==> config.mk <==
export PLATFORM = sky130hd
export DESIGN_NAME = latching_valve_pulse_sequencer_core
export DESIGN_NICKNAME = d
export VERILOG_FILES = /design/src/lvps_pkg.sv /design/src/lvps_valve.sv /design/src/latching_valve_pulse_sequencer_core.sv
export SDC_FILE = /design/constraint.sdc
export NUM_CORES = 1
export LEC_CHECK = 0
export BUFFER_PORTS_ARGS = -buffer_cell sky130_fd_sc_hd__buf_2
export CORE_MARGIN = 3
export CORE_UTILIZATION = 45
export CTS_CLUSTER_DIAMETER = 150
export DETAILED_ROUTE_END_ITERATION = 10
export SYNTH_ARGS = -nofsm -noshare
export SYNTH_HDL_FRONTEND = slang
export SYNTH_SLANG_ARGS = --single-unit
==> constraint.sdc <==
create_clock -name i_clk -period 5 [get_ports i_clk]
set_clock_uncertainty 0.1 [all_clocks]
set_input_delay 0.5 -clock i_clk [delete_from_list [all_inputs] [get_ports i_clk]]
set_output_delay 0.5 -clock i_clk [all_outputs]
set_load 0.005 [all_outputs]
==> src/lvps_pkg.sv <==
// Shared types and codes for the latching valve pulse sequencer.
package lvps_pkg;

    // word kinds carried in tuser
    localparam logic [1:0] MODE_ORDER = 2'd0;
    localparam logic [1:0] MODE_TICK  = 2'd1;
    localparam logic [1:0] MODE_SET   = 2'd2;

    // sequence phases
    localparam logic [1:0] PH_IDLE = 2'd0;
    localparam logic [1:0] PH_PRE  = 2'd1;
    localparam logic [1:0] PH_MAIN = 2'd2;

    // valve positions
    localparam logic [1:0] POS_CLOSED  = 2'd0;
    localparam logic [1:0] POS_OPEN    = 2'd1;
    localparam logic [1:0] POS_UNKNOWN = 2'd2;

    // set-state codes
    localparam logic [7:0] CODE_CLOSED  = 8'h00;
    localparam logic [7:0] CODE_OPEN    = 8'h01;
    localparam logic [7:0] CODE_UNKNOWN = 8'hFF;

    // configuration register indexes
    localparam int CFG_IDX_W = 3;
    localparam int CFG_DATA_W = 16;
    localparam logic [CFG_IDX_W-1:0] REG_PULSE_TICKS   = 3'd0;
    localparam logic [CFG_IDX_W-1:0] REG_MAP_V0_CLOSED = 3'd1;
    localparam logic [CFG_IDX_W-1:0] REG_MAP_V0_OPEN   = 3'd2;
    localparam logic [CFG_IDX_W-1:0] REG_MAP_V1_CLOSED = 3'd3;
    localparam logic [CFG_IDX_W-1:0] REG_MAP_V1_OPEN   = 3'd4;

    localparam int NUM_VALVES = 2;
    localparam int DRIVE_W    = 4;

    typedef struct packed {
        logic       fire;   // word processed this cycle
        logic [1:0] mode;
        logic       sel;    // word addresses this valve
        logic       open;
        logic [7:0] code;
    } t_valve_cmd;

    typedef struct packed {
        logic [1:0] pos;
        logic       busy;
        logic       pending;
    } t_valve_status;

endpackage

==> src/lvps_valve.sv <==
// One valve: pending order, sequence phase, pulse timer and next-state logic.
module lvps_valve #(
    parameter int NUM_RELAYS = 4,
    parameter int TIMER_BITS = 16
) (
    input  logic                          i_clk,
    input  logic                          i_rst_n,
    input  lvps_pkg::t_valve_cmd          i_cmd,
    input  logic [7:0]                    i_map_closed,
    input  logic [7:0]                    i_map_open,
    input  logic [TIMER_BITS-1:0]         i_pulse_load,
    output lvps_pkg::t_valve_status       o_status,
    output logic [$clog2(NUM_RELAYS)-1:0] o_relay
);

    localparam int RW = $clog2(NUM_RELAYS);
    localparam logic [7:0] NR8 = 8'(NUM_RELAYS);
    localparam logic [TIMER_BITS-1:0] T1 = TIMER_BITS'(1);

    logic [1:0]            r_pos, n_pos;
    logic                  r_wait, n_wait;
    logic                  r_otgt, n_otgt;
    logic [1:0]            r_phase, n_phase;
    logic                  r_rtgt, n_rtgt;
    logic [RW-1:0]         r_relay, n_relay;
    logic [TIMER_BITS-1:0] r_timer, n_timer;

    logic [7:0] w_map_adv;
    assign w_map_adv = r_rtgt ? i_map_open : i_map_closed;

    always_comb begin
        logic       unk;
        logic [7:0] m_sel;
        unk     = 1'b0;
        m_sel   = 8'd0;
        n_pos   = r_pos;
        n_wait  = r_wait;
        n_otgt  = r_otgt;
        n_phase = r_phase;
        n_rtgt  = r_rtgt;
        n_relay = r_relay;
        n_timer = r_timer;
        if (i_cmd.fire) begin
            case (i_cmd.mode)
                lvps_pkg::MODE_ORDER: begin
                    if (i_cmd.sel) begin
                        n_wait = 1'b1;
                        n_otgt = i_cmd.open;
                    end
                end
                lvps_pkg::MODE_TICK: begin
                    // timers advance first
                    if (r_phase != lvps_pkg::PH_IDLE) begin
                        if (r_timer > T1) begin
                            n_timer = r_timer - T1;
                        end else begin
                            n_timer = '0;
                            if (r_phase == lvps_pkg::PH_PRE) begin
                                if (w_map_adv < NR8) begin
                                    n_relay = w_map_adv[RW-1:0];
                                    n_timer = i_pulse_load;
                                    n_phase = lvps_pkg::PH_MAIN;
                                end else begin
                                    n_pos   = lvps_pkg::POS_UNKNOWN;
                                    n_phase = lvps_pkg::PH_IDLE;
                                end
                            end else begin
                                n_pos   = {1'b0, r_rtgt};
                                n_phase = lvps_pkg::PH_IDLE;
                            end
                        end
                    end
                    // then an idle valve takes its pending order
                    if (n_phase == lvps_pkg::PH_IDLE && r_wait) begin
                        n_wait = 1'b0;
                        n_rtgt = r_otgt;
                        if (n_pos != {1'b0, r_otgt}) begin
                            unk   = (n_pos == lvps_pkg::POS_UNKNOWN);
                            // unknown: pulse the opposite position first
                            m_sel = (r_otgt ^ unk) ? i_map_open : i_map_closed;
                            if (m_sel < NR8) begin
                                n_relay = m_sel[RW-1:0];
                                n_timer = i_pulse_load;
                                n_phase = unk ? lvps_pkg::PH_PRE : lvps_pkg::PH_MAIN;
                            end else begin
                                n_pos   = lvps_pkg::POS_UNKNOWN;
                                n_phase = lvps_pkg::PH_IDLE;
                            end
                        end
                    end
                end
                lvps_pkg::MODE_SET: begin
                    if (i_cmd.sel) begin
                        if (i_cmd.code == lvps_pkg::CODE_CLOSED) begin
                            n_pos = lvps_pkg::POS_CLOSED;
                        end else if (i_cmd.code == lvps_pkg::CODE_OPEN) begin
                            n_pos = lvps_pkg::POS_OPEN;
                        end else if (i_cmd.code == lvps_pkg::CODE_UNKNOWN) begin
                            n_pos = lvps_pkg::POS_UNKNOWN;
                        end
                    end
                end
                default: begin
                end
            endcase
        end
    end

    always_ff @(posedge i_clk) begin
        if (!i_rst_n) begin
            r_pos   <= lvps_pkg::POS_UNKNOWN;
            r_wait  <= 1'b0;
            r_otgt  <= 1'b0;
            r_phase <= lvps_pkg::PH_IDLE;
            r_rtgt  <= 1'b0;
            r_relay <= '0;
            r_timer <= '0;
        end else begin
            r_pos   <= n_pos;
            r_wait  <= n_wait;
            r_otgt  <= n_otgt;
            r_phase <= n_phase;
            r_rtgt  <= n_rtgt;
            r_relay <= n_relay;
            r_timer <= n_timer;
        end
    end

    // status after this word, for the result register
    assign o_status.pos     = n_pos;
    assign o_status.busy    = (n_phase != lvps_pkg::PH_IDLE);
    assign o_status.pending = n_wait;
    assign o_relay          = n_relay;

endmodule

==> src/latching_valve_pulse_sequencer_core.sv <==
// Top level of the latching valve pulse sequencer: stream ports, config and result register.
//
// Drives two latching valves through a bank of pulse relays.
// Input stream s_axis: one word per command; tuser gives the kind (order, 1 ms tick,
// set stored state), tdata the valve, the ordered target and the state code.
// Orders and sets act at once; relay sequences start and advance only on tick words.
// Output stream m_axis: exactly one status word per input word, in order: relay drive,
// both valve positions, busy and pending bits, and an error flag for bad set codes.
// Config port: i_cfg_we writes register i_cfg_idx (pulse length, four relay maps);
// the user must write it only while the stream is idle; the block does not enforce this.
// A word accepted on s_axis passes the input register, then a single-pass update into
// the result register, before it is presented on m_axis; a stalled m_axis holds it in the input register.
// Throughput: one word per cycle while m_axis is not stalled; each word's update is a single pass.
// s_axis_tready stays high while the result register is empty or being taken, so a
// stalled receiver holds one result and one waiting input word, then back-pressure.
// Reset (synchronous, active low): both valves unknown, no orders, no pulses, config at
// defaults (100 ticks, relays 0 to 3), both stream registers empty.
module latching_valve_pulse_sequencer_core #(
    parameter int NUM_RELAYS = 4,
    parameter int TIMER_BITS = 16
) (
    input  logic                               i_clk,
    input  logic                               i_rst_n,
    input  logic                               s_axis_tvalid,
    output logic                               s_axis_tready,
    // [0] valve, [1] open, [9:2] state_code
    input  logic [15:0]                        s_axis_tdata,
    // [1:0] mode
    input  logic [1:0]                         s_axis_tuser,
    output logic                               m_axis_tvalid,
    input  logic                               m_axis_tready,
    // [3:0] relay_drive, [5:4] valve0_state, [7:6] valve1_state,
    // [9:8] busy_res, [11:10] pending, [12] error
    output logic [15:0]                        m_axis_tdata,
    input  logic                               i_cfg_we,
    input  logic [lvps_pkg::CFG_IDX_W-1:0]     i_cfg_idx,
    input  logic [lvps_pkg::CFG_DATA_W-1:0]    i_cfg_wdata
);

    localparam int RW = $clog2(NUM_RELAYS);
    localparam int NV = lvps_pkg::NUM_VALVES;

    // configuration
    logic [15:0] r_pulse_ticks;
    logic [7:0]  r_map [2*NV];

    always_ff @(posedge i_clk) begin
        if (!i_rst_n) begin
            r_pulse_ticks <= 16'd100;
            r_map[0]      <= 8'd0;
            r_map[1]      <= 8'd1;
            r_map[2]      <= 8'd2;
            r_map[3]      <= 8'd3;
        end else if (i_cfg_we) begin
            case (i_cfg_idx)
                lvps_pkg::REG_PULSE_TICKS:   r_pulse_ticks <= i_cfg_wdata;
                lvps_pkg::REG_MAP_V0_CLOSED: r_map[0] <= i_cfg_wdata[7:0];
                lvps_pkg::REG_MAP_V0_OPEN:   r_map[1] <= i_cfg_wdata[7:0];
                lvps_pkg::REG_MAP_V1_CLOSED: r_map[2] <= i_cfg_wdata[7:0];
                lvps_pkg::REG_MAP_V1_OPEN:   r_map[3] <= i_cfg_wdata[7:0];
                default: begin
                end
            endcase
        end
    end

    // input register
    logic       r_in_valid;
    logic [1:0] r_in_mode;
    logic       r_in_valve;
    logic       r_in_open;
    logic [7:0] r_in_code;
    logic       w_adv, w_fire, w_accept;

    assign w_adv         = !m_axis_tvalid || m_axis_tready;
    assign w_fire        = r_in_valid && w_adv;
    assign s_axis_tready = !r_in_valid || w_adv;
    assign w_accept      = s_axis_tvalid && s_axis_tready;

    always_ff @(posedge i_clk) begin
        if (!i_rst_n) begin
            r_in_valid <= 1'b0;
        end else if (w_accept) begin
            r_in_valid <= 1'b1;
        end else if (w_fire) begin
            r_in_valid <= 1'b0;
        end
    end

    always_ff @(posedge i_clk) begin
        if (w_accept) begin
            r_in_mode  <= s_axis_tuser;
            r_in_valve <= s_axis_tdata[0];
            r_in_open  <= s_axis_tdata[1];
            r_in_code  <= s_axis_tdata[9:2];
        end
    end

    // per-valve sequencers
    lvps_pkg::t_valve_status w_stat  [NV];
    logic [RW-1:0]           w_relay [NV];
    logic [TIMER_BITS-1:0]   w_pulse_load;

    assign w_pulse_load = TIMER_BITS'(r_pulse_ticks);

    for (genvar gv = 0; gv < NV; gv++) begin : g_valve
        lvps_pkg::t_valve_cmd w_cmd;
        assign w_cmd.fire = w_fire;
        assign w_cmd.mode = r_in_mode;
        assign w_cmd.sel  = (r_in_valve == 1'(gv));
        assign w_cmd.open = r_in_open;
        assign w_cmd.code = r_in_code;

        lvps_valve #(
            .NUM_RELAYS (NUM_RELAYS),
            .TIMER_BITS (TIMER_BITS)
        ) u_valve (
            .i_clk        (i_clk),
            .i_rst_n      (i_rst_n),
            .i_cmd        (w_cmd),
            .i_map_closed (r_map[2*gv]),
            .i_map_open   (r_map[2*gv+1]),
            .i_pulse_load (w_pulse_load),
            .o_status     (w_stat[gv]),
            .o_relay      (w_relay[gv])
        );
    end

    // result assembly
    logic [lvps_pkg::DRIVE_W-1:0] w_drive;
    logic                         w_err;

    always_comb begin
        w_drive = '0;
        for (int v = 0; v < NV; v++) begin
            // relays beyond the bank width shift out and are not shown
            if (w_stat[v].busy) begin
                w_drive = w_drive | (lvps_pkg::DRIVE_W'(1) << w_relay[v]);
            end
        end
    end

    assign w_err = (r_in_mode == lvps_pkg::MODE_SET)
                && (r_in_code != lvps_pkg::CODE_CLOSED)
                && (r_in_code != lvps_pkg::CODE_OPEN)
                && (r_in_code != lvps_pkg::CODE_UNKNOWN);

    // result register
    logic        r_out_valid;
    logic [15:0] r_out_data;

    always_ff @(posedge i_clk) begin
        if (!i_rst_n) begin
            r_out_valid <= 1'b0;
        end else if (w_fire) begin
            r_out_valid <= 1'b1;
        end else if (m_axis_tready) begin
            r_out_valid <= 1'b0;
        end
    end

    always_ff @(posedge i_clk) begin
        if (w_fire) begin
            r_out_data <= {3'b000, w_err,
                           w_stat[1].pending, w_stat[0].pending,
                           w_stat[1].busy, w_stat[0].busy,
                           w_stat[1].pos, w_stat[0].pos, w_drive};
        end
    end

    assign m_axis_tvalid = r_out_valid;
    assign m_axis_tdata  = r_out_data;

endmodule

# Word level (Yosys, flattened, before mapping)
# Memories as Yosys holds them, arrays and structs flattened.
# Index checks and enable logic that the tools add are counted.
word_totals:
  mem_count: 1
  inputBits: 42
  ram_bits: 32
  regBits: 93
op_classes:
  n_eq_ne: 16
  mux: 125
  reduce_logical: 29
  n_addsub: 2
  shift: 2
  bitwise: 8
  magnitude_cmp: 6
memory_table:
  columns: ["name", "words", "width", "rd", "rd_ports_with_merged_regs", "wr", "line_no", "text"]
  rows:
  - ["r_map", 4, 8, 4, 0, 4, "latching_valve_pulse_sequencer_core.sv:45", "logic [7:0] r_map [2*NV];"]
op_table:
  columns: ["operator", "count"]
  rows:
  - ["$mux 16", 14]
  - ["$mux 2", 70]
  - ["$mux 8", 8]
  - ["$gt 16x1->1 const B", 2]
  - ["$lt 8x3->1 const B", 4]
  - ["$sub 16x1->16 const B", 2]
  - ["$mux 1", 27]
  - ["$reduce_and 3->1", 4]
  - ["$reduce_bool 2->1", 6]
  - ["$eq 8x1->1 const B", 1]
  - ["$eq 8x8->1 const B", 1]
  - ["$logic_not 8->1", 1]
  - ["$mux 4", 2]
  - ["$ne 8x1->1 const B", 1]
  - ["$ne 8x8->1 const B", 1]
  - ["$pmux 2 s2", 2]
  - ["$reduce_bool 8->1", 1]
  - ["$shl 1x2->4 const A", 2]
  - ["$logic_and 1x1->1", 7]
  - ["$eq 2x1->1 const B", 3]
  - ["$eq 2x2->1 const B", 3]
  - ["$eq 3x2->1 const B", 2]
  - ["$logic_not 2->1", 3]
  - ["$ne 2x1->1", 2]
  - ["other kinds (11)", 19]

# Logic depth before layout (Yosys ltp)
# An unclocked memory read counts as a cell.
depth:
  depth_word: 22
  mapped_depth: 15
  mapped_depth_nobuf: 12

# Hierarchy
# From an unflattened synthesis, not the netlist that was laid out.
unflattened:
  cells_unflattened: 827
  area_unflattened_um2: 7323.3
modules_own_cells:
  columns: ["module", "cells_each", "n_inst", "area_each_um2"]
  rows:
  - ["latching_valve_pulse_sequencer_core", 206, 1, 2798.9]
  - ["lvps_valve at g_valve[0].u_valve", 312, 1, 2302.2]
  - ["lvps_valve at g_valve[1].u_valve", 309, 1, 2222.1]

# Worst setup path after synthesis
# No wires, ideal clock.
synth_path:
  path_type: "register to register"
  start: "register g_valve[1].u_valve.r_timer[8]"
  end: "register r_out_data[0] (netlist: m_axis_tdata[0]) (data pin)"
  arrival_ns: 3.263
  slack_ns: 1.461
  period_less_slack_ns: 3.539
  stages_incl_launch_ff: 13
  path_cell_list: "dfxtp_1 clkbuf_1 or4_1 nor2_2 a21oi_1 or3b_2 or3b_2 a2bb2o_2 buf_2 o22ai_1 a21boi_0 nand3b_1 o32ai_1"
synth_via:
  elab_chain_cells: 17
synth_lines:
  columns: ["item", "line_no", "text"]
  rows:
  - ["start, declared", "lvps_valve.sv:26", "logic [TIMER_BITS-1:0] r_timer, n_timer;"]
  - ["start signal, assigned", "lvps_valve.sv:125", "r_timer <= n_timer;"]
  - ["$gt 16x1->1 *", "lvps_valve.sv:54", "if (r_timer > T1) begin"]
  - ["$mux 2", "lvps_valve.sv:54", null]
  - ["$mux 2", "lvps_valve.sv:53", "if (r_phase != lvps_pkg::PH_IDLE) begin"]
  - ["$mux 2", "lvps_valve.sv:44", "case (i_cmd.mode)"]
  - ["$mux 2", "lvps_valve.sv:43", "if (i_cmd.fire) begin"]
  - ["$eq 2x2->1", "lvps_valve.sv:78", "unk = (n_pos == lvps_pkg::POS_UNKNOWN);"]
  - ["$xor 1x1->1", "lvps_valve.sv:80", "m_sel = (r_otgt ^ unk) ? i_map_open : i_map_closed;"]
  - ["$mux 8", "lvps_valve.sv:80", null]
  - ["[2 not listed]", null, null]
  - ["$mux 2", "lvps_valve.sv:77", "if (n_pos != {1'b0, r_otgt}) begin"]
  - ["$mux 2", "lvps_valve.sv:74", "if (n_phase == lvps_pkg::PH_IDLE && r_wait) begin"]
  - ["$mux 2", "lvps_valve.sv:44", null]
  - ["$mux 2", "lvps_valve.sv:43", null]
  - ["$shl 1x2->4", "latching_valve_pulse_sequencer_core.sv:138", "w_drive = w_drive | (lvps_pkg::DRIVE_W'(1) << w_relay[v]);"]
  - ["$or 4x4->4", "latching_valve_pulse_sequencer_core.sv:138", null]
  - ["$mux 4 *", "latching_valve_pulse_sequencer_core.sv:137", "if (w_stat[v].busy) begin"]
  - ["net w_drive (one bit)", "latching_valve_pulse_sequencer_core.sv:130", "logic [lvps_pkg::DRIVE_W-1:0] w_drive;"]
  - ["end signal, assigned", "latching_valve_pulse_sequencer_core.sv:164", "r_out_data <= {3'b000, w_err,"]
  - ["end, declared", "latching_valve_pulse_sequencer_core.sv:150", "logic [15:0] r_out_data;"]
# Mark *: on every way through the listed nets, which the timed path passes. The rest lies on a longest branch. The select of a mux whose other input is x is not followed.
# A chain may end at the register's enable or synchronous reset.

# Worst setup path in the final report
layout_path:
  start: "register g_valve[1].u_valve.r_timer[8]"
  end: "register r_out_data[2] (netlist: m_axis_tdata[2]) (data pin)"
# Same word-level chain as after synthesis.

==> impl_metrics.tcl <==
set metrics [dict create \
    status "completed" \
    worstSetupStartpointType "register" \
    cts_root_buffer "clkbuf_16" \
    synth_top_area_frac 0.249 \
    ios 60 \
    numCtsBuffers 17 \
    synthTopCellsByCount "nand2_1 (106), nor2_1 (79), a21oi_1 (74), dfxtp_1 (68), edfxtp_1 (57)" \
    final_cells 1034 \
    drive_gt1_frac 0.142 \
    wl_per_cell_um 18.3 \
    ff2ff_path_depth 10 \
    ys_async_sr_fraction 0 \
    setup_tns_ns 0 \
    clkPwrFrac 0.480 \
    slew_viol_final 0 \
    synth_seq_cells 125 \
    cts_resized 0 \
    rows 44 \
    clk_latency_ns 0.43 \
    rsz0062_at_grt "no" \
    synth_top_cell_by_area "edfxtp_1" \
    ctsLongestPathBuffers 2 \
    worstPathArrival_ns 4.27 \
    path_class "register to register" \
    synth_edf_count 57 \
    gp_congestion 0.971 \
    overflow 0 \
    die-area_um2 16800 \
    reg2reg_to "m_axis_tdata[2]" \
    grt_use_total 0.239 \
    initial_core_util 0.466 \
    synth.yosys.warnings 0 \
    antenna_found_initial 0 \
    critPathCaptureType "register" \
    wl_um 18900 \
    fmax_ghz 0.237 \
    post-route-min-period_ns 4.23 \
    cts_sinks 125 \
    die_w_um 130 \
    relSlewSlack 0.295 \
    dp_cells 1002 \
    setup_viol 0 \
    path_max_fanout 20 \
    cap_violations 0 \
    pwr-share-seq 0.432 \
    cts-htree-levels 4 \
    tightestPinTransition_ns 1.05 \
    nets 886 \
    period_share 0.845 \
    place_hpwl_um 13400 \
    synthMostInstantiatedCell "nand2_1" \
    cts_tree "done" \
    leakagePower_nw 2.89 \
    clk_pin_slew_ns 0.06 \
    first_global_vias 5972 \
    ys_top_cells_by_area "edfxtp_1 (25%), dfxtp_1 (20%), nand2_1 (5.8%), a21oi_1 (5.4%), nor2_1 (4.3%)" \
    grt_max_degree 50 \
    cts_hold_buf 0 \
    rrSetupSlack_ns 0.77 \
    synth_flop_cell "dfxtp_1" \
    synth.avg_cell_area_um2 8.60 \
    finalHoldViolations 0 \
    met2_usage 0.370 \
    hp-class "input pin to register" \
    vias 6221 \
    p_sw_mw 0.628 \
    required_ns 5.05 \
    internal-power_mw 2.00 \
    die_h_um 130 \
    dr.pass1.iters 5 \
    powerDensity_nw_per_um2 334 \
    port-buffer-count 50 \
    postRouteAntennaNets 0 \
    p_comb_frac 0.088 \
    cts_setup_buffers 0 \
    holdWs_ns 0.150 \
    p_sw_frac 0.239 \
    critPathCapture "m_axis_tdata[2]" \
    grt_busiest_layer "met2" \
    first_iter_violations 574 \
    ys_types 67 \
    vdd_drop_max_mv 0.255 \
    rr_startpoint "g_valve[1].u_valve.r_timer[8]" \
    grt_pass1_wl_um 31300 \
    core_area_um2 14800 \
    ys_seq_area_frac 0.447 \
    fillers 1387 \
    viasPerCell 6.02 \
    syn_inst 799 \
    gr-usage-met1 0.335 \
    synth_area_um2 6870 \
    synthToLayoutAreaGrowth_pct 14.4 \
    drc 0 \
    crit_start "g_valve[1].u_valve.r_timer[8]" \
    grtUsageMet3 0.0449 \
    num_antenna_cells 0 \
]
[power by group through the flow]
stage	Combinational [mW]	Clock (mW)	Sequential (mW)
after floorplan	0.160	0	1.14
after global placement	0.223	0	1.15
after detailed placement	0.229	0	1.15
after CTS	0.230	1.28	1.13
after global routing	0.259	1.32	1.14
final	0.232	1.26	1.13
[cell type report]
cell class | count | area, um^2 | area share
Clock buffer | 22 | 464 | 0.0591
Clock inverter | 10 | 139 | 0.0177
Inverter | 24 | 90.1 | 0.0115
Multi-Input combinational cell | 605 | 3510 | 0.446
Sequential cell | 125 | 3070 | 0.391
Tap cell | 184 | 230 | 0.0293
Timing Repair Buffer | 64 | 355 | 0.0452
[cells by family (layout without fill, tap and decap cells)]
| logic type | after synthesis | count (layout) | synth area share |
|---|---|---|---|
| fa+ha+maj | 7 | 7 | 0.0127 |
| buf+inv | 71 | 120 | 0.0435 |
| flops | 125 | 125 | 0.447 |
| mux | 14 | 14 | 0.0222 |
| xor+xnor | 2 | 2 | 0.00255 |
| compound gates | 245 | 245 | 0.235 |
| other cells | 1 | 3 | 0.000546 |
| simple gates | 334 | 334 | 0.237 |
[layer usage]
layer | wire (um) | part of all wire | vias to the layer above
li1 | - | - | 3027
met1 | 8780 | 0.46 | 2940
met2 | 8680 | 0.46 | 224
met3 | 1090 | 0.058 | 30
met4 | 354 | 0.019 | 0
met5 | 0 | 0 | -
[how the worst min path moves through the flow]
stage | startpoint | to | slack [ns] | cells past startpoint
after floorplan | g_valve[0].u_valve.r_timer[3] | g_valve[0].u_valve.r_timer[3] | 0.35 | 2
after CTS | s_axis_tdata[6] | r_in_code[4] | 0.13 | 1
after detailed placement | g_valve[0].u_valve.r_timer[14] | g_valve[0].u_valve.r_timer[14] | 0.37 | 2
after global placement | g_valve[0].u_valve.r_timer[14] | g_valve[0].u_valve.r_timer[14] | 0.36 | 2
final | s_axis_tuser[0] | r_in_mode[0] | 0.15 | 1
after global routing | s_axis_tuser[0] | r_in_mode[0] | 0.14 | 1
[state kept, by name, indices dropped and copies added (netlist names)]
name	flops
g_valve.u_valve.r_otgt	2
m_axis_tvalid	1
g_valve.u_valve.r_wait	2
r_map	32
r_in_open	1
g_valve.u_valve.r_phase	4
r_in_valve	1
r_pulse_ticks	16
m_axis_tdata	13
r_in_valid	1
g_valve.u_valve.r_relay	4
g_valve.u_valve.r_rtgt	2
r_in_code	8
g_valve.u_valve.r_timer	32
g_valve.u_valve.r_pos	4
r_in_mode	2
[cells in the final DEF, fill, tap and decap left out, types with 7 or more instances in the layout]
cell       instances
edfxtp_1          57
dfxtp_1           68
buf_4             14
nand3_1           19
o21ai_0           50
and2_1            42
buf_2             50
nor3_1            24
o31ai_1            8
mux2_2            10
a211oi_1          12
a31oi_1           11
inv_1             23
or3_1              8
nand2_1          106
clkbuf_16         17
nor4_1            17
a32oi_1           15
nor2_1            79
o21a_1             8
or4_1              9
o211ai_1          13
ha_1               7
a21oi_1           74
[metrics by stage]
| step | worst slack [ns] | utilization | area [um^2] | total power, mW |
|---|---|---|---|---|
| final | 0.774 | 0.533 | 7860 | 2.62 |
| after global routing | 0.470 | 0.533 | 7860 | 2.72 |
| after CTS | 0.798 | 0.533 | 7860 | 2.65 |
| after detailed placement | 0.833 | 0.492 | 7250 | 1.38 |
| after global placement | 0.904 | 0.492 | 7250 | 1.38 |
| after floorplan | 1.46 | - | 6880 | 1.30 |
[critical path: stages, from the launching register on]
cell and delay [ns]:
dfxtp_1 0.38, or4_1 0.65, or2_2 0.35, nor3_1 0.41, o31ai_1 0.17, a211oi_1 0.51
a2bb2o_2 0.52, nand2_1 0.32, a21oi_1 0.14, a21oi_1 0.26, o32ai_1 0.14
(Power assumes the default switching activity.)
